--- src/hw/rtl/assert_macros.svh ---
// assertion helpers for the rtl
`ifndef ASSERT_MACROS_SVH
`define ASSERT_MACROS_SVH

// condition must hold on every clock edge out of reset
`define ASSERT_ALWAYS(label, cond, msg) \
    label: assert property (@(posedge i_clk) disable iff (!i_rst_n) (cond)) \
        else $error(msg);

// consequent must hold in the cycle after the antecedent
`define ASSERT_NEXT(label, ante, cons, msg) \
    label: assert property (@(posedge i_clk) disable iff (!i_rst_n) (ante) |=> (cons)) \
        else $error(msg);

`endif

--- src/hw/rtl/hbpwm_pkg.sv ---
package hbpwm_pkg;

    localparam int CNT_W   = 16;
    localparam int CMD_W   = 14;
    localparam int IDX_W   = 3;
    localparam int DATA_W  = 16;

    // pin bit positions
    localparam int PIN_LL = 0;
    localparam int PIN_RL = 1;
    localparam int PIN_LH = 2;
    localparam int PIN_RH = 3;

    localparam logic signed [CMD_W-1:0] CMD_MAX = 14'sd8191;
    localparam logic signed [CMD_W-1:0] CMD_MIN = -14'sd8192;

    typedef enum logic [IDX_W-1:0] {
        REG_DRIVE_MODE   = 3'd0,
        REG_PWM_INVERT   = 3'd1,
        REG_DIR_INVERT   = 3'd2,
        REG_PERIOD_TICKS = 3'd3,
        REG_DEAD_TICKS   = 3'd4,
        REG_DEADBAND     = 3'd5,
        REG_DUTY_LIMIT   = 3'd6
    } t_cfg_reg;

    typedef struct packed {
        logic        drive_mode;
        logic        pwm_invert;
        logic        dir_invert;
        logic [15:0] period_ticks;
        logic [7:0]  dead_ticks;
        logic [12:0] deadband;
        logic [15:0] duty_limit;
    } t_cfg;

    localparam t_cfg CFG_RESET = '{
        drive_mode:   1'b1,
        pwm_invert:   1'b0,
        dir_invert:   1'b0,
        period_ticks: 16'd5001,
        dead_ticks:   8'd4,
        deadband:     13'd10,
        duty_limit:   16'd5000
    };

    // magnitude of a stored command, clamped to the duty limit
    function automatic logic [15:0] cmd_mag(input logic signed [CMD_W-1:0] cmd,
                                            input logic [15:0] limit);
        logic [CMD_W-1:0] m;
        logic [15:0]      m16;
        m   = cmd[CMD_W-1] ? CMD_W'(-cmd) : CMD_W'(cmd);
        m16 = 16'(m);
        return (m16 > limit) ? limit : m16;
    endfunction

endpackage

--- src/hw/rtl/hbpwm_cmd.sv ---
module hbpwm_cmd (
    input  logic signed [15:0]                   i_power,
    input  hbpwm_pkg::t_cfg                      i_cfg,
    output logic signed [hbpwm_pkg::CMD_W-1:0]   o_cmd
);
    import hbpwm_pkg::*;

    logic signed [16:0] ext;
    logic        [16:0] mag;

    assign ext = {i_power[15], i_power};
    assign mag = i_power[15] ? 17'(-ext) : 17'(ext);

    always_comb begin
        if (mag < {4'b0, i_cfg.deadband}) begin
            o_cmd = '0;
        end else if (i_power > 16'(CMD_MAX)) begin
            o_cmd = CMD_MAX;
        end else if (i_power < 16'(CMD_MIN)) begin
            o_cmd = CMD_MIN;
        end else begin
            o_cmd = i_power[CMD_W-1:0];
        end
    end

endmodule

--- src/hw/rtl/h_bridge_pwm_motor_drive.sv ---
// sign-magnitude h-bridge pwm drive
// input channel (i_in_valid / o_in_ready): each item is either a timer tick
// (i_mode 0) or a new signed power command (i_mode 1, i_power)
// output channel (o_out_valid / i_out_ready): one item per input item with the
// four bridge pin levels after that item and a flag for a new pwm period
// config channel (i_cfg_valid / o_cfg_ready): register index and data, always
// ready; writes must be made while the block is idle; the block does not enforce this
// an accepted item passes the input register, then the state update and result
// register; a stalled receiver can hold it in the input register
// throughput: one item per cycle while the receiver does not stall, set by the state update loop
// reset: pins low, counter, command, duty and dead time cleared, registers
// at their defaults; no item is held
// a stalled receiver holds the result register; once the input register holds an
// item, it and o_in_ready then hold too, so nothing is lost or repeated
// writing a new drive mode clears the command, duty, pins and counter
module h_bridge_pwm_motor_drive (
    input  logic                           i_clk,
    input  logic                           i_rst_n,
    input  logic                           i_in_valid,
    output logic                           o_in_ready,
    input  logic                           i_mode,
    input  logic signed [15:0]             i_power,
    output logic                           o_out_valid,
    input  logic                           i_out_ready,
    output logic                           o_left_low,
    output logic                           o_right_low,
    output logic                           o_left_high,
    output logic                           o_right_high,
    output logic                           o_period_start,
    input  logic                           i_cfg_valid,
    output logic                           o_cfg_ready,
    input  logic [hbpwm_pkg::IDX_W-1:0]    i_cfg_index,
    input  logic [hbpwm_pkg::DATA_W-1:0]   i_cfg_data
);
    import hbpwm_pkg::*;
    `include "assert_macros.svh"

    t_cfg r_cfg;

    // input stage
    logic                     r_in_valid;
    logic                     r_mode;
    logic signed [15:0]       r_power;

    // drive state
    logic [CNT_W-1:0]         r_cnt, n_cnt;
    logic signed [CMD_W-1:0]  r_cmd, n_cmd;
    logic [15:0]              r_duty, n_duty;
    logic [7:0]               r_dcnt, n_dcnt;
    logic                     r_pend, n_pend;
    logic [3:0]               r_pins, n_pins;
    logic                     n_start;

    // result stage
    logic                     r_out_valid;
    logic [3:0]               r_out_pins;
    logic                     r_out_start;

    logic                     adv;
    logic                     cfg_wr;
    logic signed [CMD_W-1:0]  new_cmd;

    assign adv         = r_in_valid && (!r_out_valid || i_out_ready);
    assign o_in_ready  = !r_in_valid || adv;
    assign o_cfg_ready = 1'b1;
    assign cfg_wr      = i_cfg_valid;

    hbpwm_cmd u_cmd (
        .i_power (r_power),
        .i_cfg   (r_cfg),
        .o_cmd   (new_cmd)
    );

    always_comb begin
        n_cnt   = r_cnt;
        n_cmd   = r_cmd;
        n_duty  = r_duty;
        n_dcnt  = r_dcnt;
        n_pend  = r_pend;
        n_pins  = r_pins;
        n_start = 1'b0;
        if (r_mode) begin
            n_cmd = new_cmd;
            if (new_cmd == '0) begin
                n_duty = '0;
                n_pend = 1'b0;
                n_dcnt = '0;
                if (r_cfg.drive_mode) begin
                    n_pins = '0;
                end else begin
                    n_pins = {2'b00, r_cfg.dir_invert, r_cfg.pwm_invert};
                end
            end else begin
                n_duty = cmd_mag(new_cmd, r_cfg.duty_limit);
            end
        end else begin
            // period start
            if (r_cnt == '0) begin
                n_start = 1'b1;
                if (r_cfg.drive_mode) begin
                    n_pins = '0;
                end else begin
                    n_pins[PIN_LH] = 1'b0;
                    n_pins[PIN_RH] = 1'b0;
                    n_pins[PIN_LL] = r_cfg.pwm_invert;
                end
                if (r_cmd != '0) begin
                    n_pend = 1'b1;
                    n_dcnt = r_cfg.dead_ticks;
                end
            end
            // dead time countdown and latch
            if (n_pend) begin
                if (n_dcnt == '0) begin
                    n_pend = 1'b0;
                    if (r_cmd != '0) begin
                        n_duty = cmd_mag(r_cmd, r_cfg.duty_limit);
                        if (r_cfg.drive_mode) begin
                            if ((r_cmd > 0) ^ r_cfg.pwm_invert) begin
                                n_pins[PIN_LL] = 1'b1;
                                n_pins[PIN_RH] = 1'b1;
                            end else begin
                                n_pins[PIN_RL] = 1'b1;
                                n_pins[PIN_LH] = 1'b1;
                            end
                        end else begin
                            n_pins[PIN_LL] = !r_cfg.pwm_invert;
                        end
                    end
                end else begin
                    n_dcnt = n_dcnt - 8'd1;
                end
            end
            // duty compare
            if (r_cnt == n_duty) begin
                if (r_cfg.drive_mode) begin
                    n_pins = '0;
                end else begin
                    n_pins[PIN_LL] = r_cfg.pwm_invert;
                    n_pins[PIN_RL] = r_cmd[CMD_W-1] ^ r_cfg.dir_invert;
                end
            end
            if (r_cnt >= r_cfg.period_ticks || r_cnt == '1) begin
                n_cnt = '0;
            end else begin
                n_cnt = r_cnt + CNT_W'(1);
            end
        end
    end

    always_ff @(posedge i_clk) begin
        if (!i_rst_n) begin
            r_cfg       <= CFG_RESET;
            r_in_valid  <= 1'b0;
            r_out_valid <= 1'b0;
            r_cnt       <= '0;
            r_cmd       <= '0;
            r_duty      <= '0;
            r_dcnt      <= '0;
            r_pend      <= 1'b0;
            r_pins      <= '0;
        end else begin
            if (o_in_ready) begin
                r_in_valid <= i_in_valid;
            end
            if (adv) begin
                r_out_valid <= 1'b1;
            end else if (i_out_ready) begin
                r_out_valid <= 1'b0;
            end
            if (adv) begin
                r_cnt  <= n_cnt;
                r_cmd  <= n_cmd;
                r_duty <= n_duty;
                r_dcnt <= n_dcnt;
                r_pend <= n_pend;
                r_pins <= n_pins;
            end
            if (cfg_wr) begin
                unique case (i_cfg_index)
                    REG_DRIVE_MODE: begin
                        if (i_cfg_data[0] != r_cfg.drive_mode) begin
                            r_cnt  <= '0;
                            r_cmd  <= '0;
                            r_duty <= '0;
                            r_dcnt <= '0;
                            r_pend <= 1'b0;
                            r_pins <= '0;
                        end
                        r_cfg.drive_mode <= i_cfg_data[0];
                    end
                    REG_PWM_INVERT:   r_cfg.pwm_invert   <= i_cfg_data[0];
                    REG_DIR_INVERT:   r_cfg.dir_invert   <= i_cfg_data[0];
                    REG_PERIOD_TICKS: r_cfg.period_ticks <= i_cfg_data;
                    REG_DEAD_TICKS:   r_cfg.dead_ticks   <= i_cfg_data[7:0];
                    REG_DEADBAND:     r_cfg.deadband     <= i_cfg_data[12:0];
                    REG_DUTY_LIMIT:   r_cfg.duty_limit   <= i_cfg_data;
                    default: ;
                endcase
            end
        end
    end

    // payload registers, no reset
    always_ff @(posedge i_clk) begin
        if (o_in_ready) begin
            r_mode  <= i_mode;
            r_power <= i_power;
        end
        if (adv) begin
            r_out_pins  <= n_pins;
            r_out_start <= n_start;
        end
    end

    assign o_out_valid    = r_out_valid;
    assign o_left_low     = r_out_pins[PIN_LL];
    assign o_right_low    = r_out_pins[PIN_RL];
    assign o_left_high    = r_out_pins[PIN_LH];
    assign o_right_high   = r_out_pins[PIN_RH];
    assign o_period_start = r_out_start;

    // no shoot-through on either leg
    `ASSERT_ALWAYS(a_no_shoot, !(r_pins[PIN_LL] && r_pins[PIN_LH]) && !(r_pins[PIN_RL] && r_pins[PIN_RH]), "bridge leg shoot-through")
    // high-side switches stay off with a single pwm pin
    `ASSERT_ALWAYS(a_one_pwm_high_off, r_cfg.drive_mode || (!r_pins[PIN_LH] && !r_pins[PIN_RH]), "high side on in single pwm mode")
    // dead time only pends for a live command
    `ASSERT_ALWAYS(a_pend_cmd, !r_pend || (r_cmd != '0), "dead time pending with zero command")
    // an advancing item always lands in the result register
    `ASSERT_NEXT(a_adv_out, adv, r_out_valid, "advanced item missing from result register")

endmodule
--- config.mk ---
export PLATFORM = sky130hd
export DESIGN_NAME = h_bridge_pwm_motor_drive
export DESIGN_NICKNAME = d
export VERILOG_FILES = /design/src/hw/rtl/hbpwm_pkg.sv /design/src/hw/rtl/hbpwm_cmd.sv /design/src/hw/rtl/h_bridge_pwm_motor_drive.sv
export VERILOG_INCLUDE_DIRS = /design/src /design/src/hw/rtl
export SDC_FILE = /design/constraint.sdc
export NUM_CORES = 1
export LEC_CHECK = 0
export CORE_MARGIN = 2
export CORE_UTILIZATION = 25
export CTS_CLUSTER_SIZE = 24
export DETAILED_ROUTE_END_ITERATION = 10
export DONT_BUFFER_PORTS = 1
export GPL_ROUTABILITY_DRIVEN = 1
export PLACE_DENSITY_LB_ADDON = 0.15
export SLEW_MARGIN = 20
export SYNTH_ARGS = -nofsm -noshare
export SYNTH_HDL_FRONTEND = slang
export SYNTH_SLANG_ARGS = --single-unit
--- constraint.sdc ---
create_clock -name i_clk -period 7 [get_ports i_clk]
set_clock_uncertainty 0.2 [all_clocks]
set_input_delay 0 -clock i_clk [delete_from_list [all_inputs] [get_ports i_clk]]
set_output_delay 0 -clock i_clk [all_outputs]
set_load 0.02 [all_outputs]
==> results of run 1 <==
==> timing repair <==
action,in CTS,in global routing
setup buffers,0,1
gates resized for setup,0,3
hold buffers,70,0
endpoints found under the hold margin,112,0
setup endpoints to repair,0,12
==> layout make-up <==
type | instances | share of cell area, %
clock buffers | 18 | 3.994
clock inverters | 13 | 0.9542
inverters | 69 | 2.297
multi-input cells | 926 | 52.45
flip-flops and latches | 139 | 26.63
well taps | 511 | 5.670
repair buffers | 95 | 8.011
==> registers in the layout, indices dropped and copies added, names as in the netlist <==
signal,cells
r_cnt,16
r_pins,4
r_in_valid,1
r_dcnt,8
o_period_start,1
r_power,16
o_out_valid,1
r_pend,1
r_out_pins,4
r_duty,16
r_cmd,14
r_mode,1
r_cfg,56
==> worst reg2reg max path: cells and delay by family (launching register included) <==
| kind | cells | cell delay [ns] |
|---|---|---|
| buf+inv | 3 | 0.45 |
| fa+ha+maj | 3 | 0.85 |
| flops | 1 | 0.45 |
| xor+xnor | 1 | 0.15 |
| mux | 1 | 0.28 |
| simple gates | 7 | 1.41 |
| compound gates | 12 | 2.47 |
==> routing by layer <==
metal	vias to the layer above	track usage [%]	wire length (um)
li1	4334	-	-
met1	4184	23.97	16270
met2	211	30.08	15850
met3	43	3.340	1475
met4	0	4.809	661
met5	-	0	0
==> Yosys cell counts (15+ instances only) <==
library cell	number	area share (%)
clkbuf_1	67	2.7
o211ai_1	20	1.6
inv_1	66	2.6
nand3_1	30	1.6
ha_1	62	8.2
dfxtp_1	117	25
a21o_1	18	1.4
nor2_1	122	4.8
edfxtp_1	22	7.0
a21oi_1	58	3.1
nand4_1	16	1.1
xnor2_1	46	4.3
nand2b_1	15	0.99
xor2_1	26	2.4
a21boi_0	39	3.1
o21ai_0	59	3.1
nor3_1	36	1.9
nand2_1	177	7.0
==> where the power goes <==
| part | internal, mW | switching, mW | leakage (nW) | total [mW] |
|---|---|---|---|---|
| Combinational | 0.187 | 0.270 | 2.84 | 0.457 |
| Sequential | 0.838 | 0.0364 | 1.18 | 0.874 |
| Clock | 0.481 | 0.408 | 0.276 | 0.889 |
| Total | 1.51 | 0.714 | 4.29 | 2.22 |
==> final timing paths <==
kind | to | depth (start not counted) | from | slack, ns
worst min-delay path | r_dcnt[2]$_SDFF_PN0_ | 4 | i_cfg_data[0] | 0.02
worst max-delay path | r_duty[7]$_SDFF_PN0_ | 27 | r_power[5]$_DFFE_PP_ | 0.62
worst min register to register | r_cfg[27]$_SDFFE_PN0P_ | 2 | r_cfg[27]$_SDFFE_PN0P_ | 0.26
worst max register to register | r_duty[7]$_SDFF_PN0_ | 27 | r_power[5]$_DFFE_PP_ | 0.62
==> logic make-up (layout without fill, tap and decap cells) <==
group,after synthesis,after routing
muxes,25,25
and+or+nand+nor,475,475
AOI/OAI and AO/OA,291,291
DFF,139,139
xor gates and xnor gates,72,72
other,1,1
buffers and inverters,145,195
adders and majority gates,62,62
==> cells in the final DEF (no fill, tap or decap), types with 9 or more instances in the layout <==
| cell | synthesis | final |
|---|---|---|
| a21boi_0 | 39 | 39 |
| a21o_1 | 18 | 18 |
| a21oi_1 | 58 | 57 |
| a22oi_1 | 10 | 10 |
| buf_4 | 2 | 24 |
| clkbuf_16 | 0 | 18 |
| dfxtp_1 | 117 | 117 |
| dlygate4sd3_1 | 0 | 69 |
| edfxtp_1 | 22 | 22 |
| ha_1 | 62 | 61 |
| inv_1 | 66 | 66 |
| mux2_2 | 11 | 11 |
| mux2i_1 | 14 | 14 |
| nand2_1 | 177 | 177 |
| nand2b_1 | 15 | 15 |
| nand3_1 | 30 | 30 |
| nand4_1 | 16 | 16 |
| nor2_1 | 122 | 122 |
| nor2b_1 | 14 | 14 |
| nor3_1 | 36 | 36 |
| nor4_1 | 11 | 11 |
| o211ai_1 | 20 | 20 |
| o21ai_0 | 59 | 58 |
| o31ai_1 | 12 | 12 |
| or3_1 | 9 | 9 |
| xnor2_1 | 46 | 46 |
| xor2_1 | 26 | 26 |
==> impl_metrics.env, run 1 <==
export IMPL_status="completed"
export IMPL_max_slew_margin_pct=37.70
export IMPL_synth_edf_count=22
export IMPL_clock_path_buffers=2
export IMPL_utilization_pct=30.08
export IMPL_synth_compound_area_share_pct=21.01
export IMPL_worst_ep_arrival_time_ns=6.50
export IMPL_p_leak_nw=4.292
export IMPL_ys_seq_elements=139
export IMPL_path_clk_slew_ns=0.07
export IMPL_grt_ovfl_total=0
export IMPL_postLayoutSetupSlackWorst_ns=0.6239
export IMPL_hold_viol_final=0
export IMPL_final_cells=1771
export IMPL_synth_top_family_by_area="simple AND/OR/NAND/NOR gates"
export IMPL_critPathKind="flop to flop"
export IMPL_setup_tns_ns=0
export IMPL_finalInstanceArea_um2=11280
export IMPL_vias=8772
export IMPL_synthFlopType="dfxtp_1"
export IMPL_hold_path_class="input port to flop"
export IMPL_yosys_warnings=0
export IMPL_viasPerCell=4.953
export IMPL_avgRoutedWirePerCell_um=19.34
export IMPL_dr_pass1_iters=5
export IMPL_synthMuxAreaShare_pct=2.790
export IMPL_die_w_um=198.5
export IMPL_nNetsFinal=1351
export IMPL_grt_use_total_pct=18.07
export IMPL_syn_area_per_cell_um2=7.819
export IMPL_hold_worst_slack_ns=0.01718
export IMPL_core_area_um2=37490
export IMPL_maxCapViolCount=0
export IMPL_place_ws_ns=0.2602
export IMPL_fin_crit_ns=6.376
export IMPL_end_kind="flop"
export IMPL_multiInputGateArea_um2=5914
export IMPL_start_kind="flop"
export IMPL_io_buffers=0
export IMPL_seqCellArea_um2=3003
export IMPL_fmax_ghz=0.1568
export IMPL_syn_area_um2=9462
export IMPL_clock_sinks=139
export IMPL_die_h_um=198.5
export IMPL_start_util_pct=25.24
export IMPL_dieArea_um2=39420
export IMPL_worstPathRequired_ns=7.12
export IMPL_synthArstFlopShare_pct=0
export IMPL_io_pins=49
export IMPL_grt_pass1_wl_um=53190
export IMPL_slowest_stage="or4_1"
export IMPL_cp_common_cell="nor2_1"
export IMPL_period_share_pct=91.09
export IMPL_setup_violations=0
export IMPL_cp_slowest_stage_delay_ns=0.65
export IMPL_worst_path_max_fanout=10
export IMPL_postSynthNetCount=1313
export IMPL_drive_above_1_share_pct=7.460
export IMPL_synthAdderAreaFrac_pct=8.199
export IMPL_ys_seq_area_share_pct=31.74
export IMPL_grt_pass1_vias=8720
export IMPL_h_tree_depth=4
export IMPL_p_total_mw=2.220
export IMPL_clk_latency_ns=0.45
export IMPL_dp_hpwl_um=25290
export IMPL_nFillCells=4083
export IMPL_routed_wirelength_um=34260
export IMPL_critical_path_top_delay_family="compound AO/OA/AOI/OAI gates"
export IMPL_tightest_slew_ns=0.9283
export IMPL_crit_buf_inv=3
export IMPL_cts_tree="done"
export IMPL_placed_cell_area_um2=9982
export IMPL_area_delta_synth_final_pct=19.19
export IMPL_grt_antenna_before_repair=0
export IMPL_synth_simple_area_share_pct=23.58
export IMPL_cts_buffers=17
export IMPL_slew_violations=0
export IMPL_ant_nets=0
export IMPL_ir_worst_vdd_v=0.0001658
export IMPL_powerDensity_nw_per_um2=196.9
export IMPL_place_congestion=0.8774
export IMPL_root_buffer="clkbuf_16"
export IMPL_n_antenna_cell=0
export IMPL_rows=71
export IMPL_drc=0
export IMPL_dp_cells=1669
export IMPL_synth_cell_type_count=79
export IMPL_synth_cells=1210
export IMPL_synth_xor_area_share_pct=6.665
export IMPL_rsz0062_at_grt="false"
export IMPL_grt_max_degree=60
export IMPL_drtIter0Drc=695
(Power assumes the default switching activity.)
==> run 2, diff against run 1 <==
- CORE_UTILIZATION: 25 -> 24
==> run 2 against run 1 <==
Net effect:
- register-to-register slack got worse by 0.13 ns
- first-iteration DRC count down 28%
- sequential share of layout area up 0.053 points
- via count fell by 0.32%
- critical path depth increased by 2
- total power up 1.8%
- critical path type unchanged
- largest cell class unchanged
==> impl_metrics.env, run 2 (synthesis results as in run 1) <==
export IMPL_root_buffer="clkbuf_16"
export IMPL_slowest_stage="or4_4"
export IMPL_rows=72
export IMPL_viasPerCell=4.943
export IMPL_drive_above_1_share_pct=6.555
export IMPL_p_total_mw=2.260
export IMPL_swShare_pct=31.75
export IMPL_slew_violations=0
export IMPL_grt_max_degree=60
export IMPL_die_w_um=202.6
export IMPL_drtIter0Drc=502
export IMPL_seqCellArea_um2=3003
export IMPL_clk_latency_ns=0.45
export IMPL_clock_sinks=139
export IMPL_grt_use_total_pct=16.81
export IMPL_largest_register="r_cfg"
export IMPL_largest_reg_flops=56
export IMPL_h_tree_depth=4
export IMPL_grt_pass1_wl_um=52300
export IMPL_dieArea_um2=41030
export IMPL_hp_start="i_cfg_index[0]"
export IMPL_hold_path_class="input port to flop"
export IMPL_powerDensity_nw_per_um2=200.8
export IMPL_hold_worst_slack_ns=0.0004191
export IMPL_period_share_pct=93.01
export IMPL_maxCapViolCount=0
export IMPL_cts_buffers=17
export IMPL_p_leak_nw=4.252
export IMPL_status="completed"
export IMPL_rsz0062_at_grt="false"
export IMPL_setup_violations=0
export IMPL_cts_tree="done"
export IMPL_placed_cell_area_um2=9908
export IMPL_hold_path_depth=3
export IMPL_layout_common_cells="nand2_1 (177), nor2_1 (122), dfxtp_1 (117)"
export IMPL_min_to="r_cfg[52]$_SDFFE_PN0P_"
export IMPL_grt_antenna_before_repair=0
export IMPL_path_clk_slew_ns=0.07
export IMPL_clock_path_buffers=2
export IMPL_final_common_cell="nand2_1"
export IMPL_die_h_um=202.6
export IMPL_nFillCells=4216
export IMPL_io_pins=49
export IMPL_p_seq_share_pct=38.8
export IMPL_critical_path_top_delay_family="compound AO/OA/AOI/OAI gates"
export IMPL_fin_crit_ns=6.511
export IMPL_place_ws_ns=0.4319
export IMPL_grt_pass1_vias=8537
export IMPL_hold_viol_final=0
export IMPL_critPathKind="flop to flop"
export IMPL_worstPathRequired_ns=7.12
export IMPL_drc=0
export IMPL_cp_common_cell="nor2_1"
export IMPL_vias=8744
export IMPL_ir_worst_vdd_v=0.0001496
export IMPL_power_frac_comb_pct=19.5
export IMPL_ff2ff_setup_slack_ns=0.49
export IMPL_worst_ep_arrival_time_ns=6.63
export IMPL_area_delta_synth_final_pct=18.95
export IMPL_place_congestion=0.8663
export IMPL_io_buffers=0
export IMPL_cp_slowest_stage_delay_ns=0.58
export IMPL_crit_buf_inv=2
export IMPL_dr_pass1_iters=5
export IMPL_postLayoutSetupSlackWorst_ns=0.4891
export IMPL_n_antenna_cell=0
export IMPL_p_int_mw=1.542
export IMPL_start_util_pct=24.43
export IMPL_worst_path_max_fanout=18
export IMPL_core_area_um2=38740
export IMPL_r2r_start="r_power[4]$_DFFE_PP_"
export IMPL_clockPowerShare_pct=41.7
export IMPL_reg2reg_depth=29
export IMPL_tightest_slew_ns=0.9981
export IMPL_routed_wirelength_um=33780
export IMPL_avgRoutedWirePerCell_um=19.09
export IMPL_finalInstanceArea_um2=11250
export IMPL_nNetsFinal=1341
export IMPL_setup_tns_ns=0
export IMPL_max_slew_margin_pct=33.21
export IMPL_end_kind="flop"
export IMPL_grt_ovfl_total=0
export IMPL_fmax_ghz=0.1536
export IMPL_ant_nets=0
export IMPL_dp_hpwl_um=25320
export IMPL_switchingPower_uw=717.3
export IMPL_r2r_end="r_duty[9]$_SDFF_PN0_"
export IMPL_start_kind="flop"
export IMPL_multiInputGateArea_um2=5904
==> run 2: through the flow <==
stage	cells	util [%]
floorplan	1210	-
global placement	1665	25.58
detailed placement	1665	25.58
CTS	1769	29.04
global route	1769	29.05
finish	1769	29.05
==> run 2: worst max-delay path by stage <==
| stage | slack [ns] | startpoint | cells after the start | endpoint |
|---|---|---|---|---|
| 3_5_place_dp | 0.43 | r_power[4]$_DFFE_PP_ | 29 | r_duty[9]$_SDFF_PN0_ |
| 3_3_place_gp | 0.53 | r_power[4]$_DFFE_PP_ | 29 | r_duty[9]$_SDFF_PN0_ |
| 2_1_floorplan | 0.76 | r_power[4]$_DFFE_PP_ | 29 | r_duty[9]$_SDFF_PN0_ |
| 4_1_cts | 0.38 | r_power[4]$_DFFE_PP_ | 29 | r_duty[9]$_SDFF_PN0_ |
| 5_1_grt | 0.007 | r_power[4]$_DFFE_PP_ | 29 | r_duty[9]$_SDFF_PN0_ |
| 6_report | 0.49 | r_power[4]$_DFFE_PP_ | 29 | r_duty[9]$_SDFF_PN0_ |
==> run 2: metal layers <==
layer / vias up / GRT usage (%) / share of wire, % / routed length, um
li1: 4330 / - / - / -
met1: 4165 / 22.09 / 47 / 15980
met2: 211 / 27.70 / 46 / 15580
met3: 38 / 3.146 / 4.3 / 1465
met4: 0 / 5.527 / 2.3 / 762
met5: - / 0 / 0 / 0
==> run 2: repair_timing <==
item	CTS	global route
setup buffers	0	0
endpoints found under the setup margin	0	8
hold buffers	72	0
gates resized for setup	0	1
endpoints found under the hold margin	113	0
==> run 2: final cells by class <==
class,instances,share of cell area [%]
Multi-Input combinational cell,926,52.46
Sequential cell,139,26.68
Timing Repair Buffer,85,7.426
Tap cell,518,5.759
Clock buffer,18,4.002
Inverter,69,2.301
Clock inverter,14,1.367
==> run 2: worst reg2reg max path, delay by kind of cell, from the launching register on <==
| kind | cells | cell delay, ns |
|---|---|---|
| and+or+nand+nor | 10 | 2.04 |
| buffers and inverters | 2 | 0.29 |
| DFF | 1 | 0.50 |
| muxes | 1 | 0.28 |
| AOI/OAI and AO/OA | 12 | 2.16 |
| adders and majority gates | 3 | 0.83 |
| xor gates and xnor gates | 1 | 0.10 |
==> run 2: power by group through the flow <==
stage                     clock network [mW]  logic, mW  registers [mW]
after floorplan                            0      0.309           0.873
after global placement                     0      0.394           0.896
after detailed placement                   0      0.393           0.896
after CTS                              0.969      0.441           0.877
after global routing                   0.999      0.494           0.881
final                                  0.942      0.440           0.877
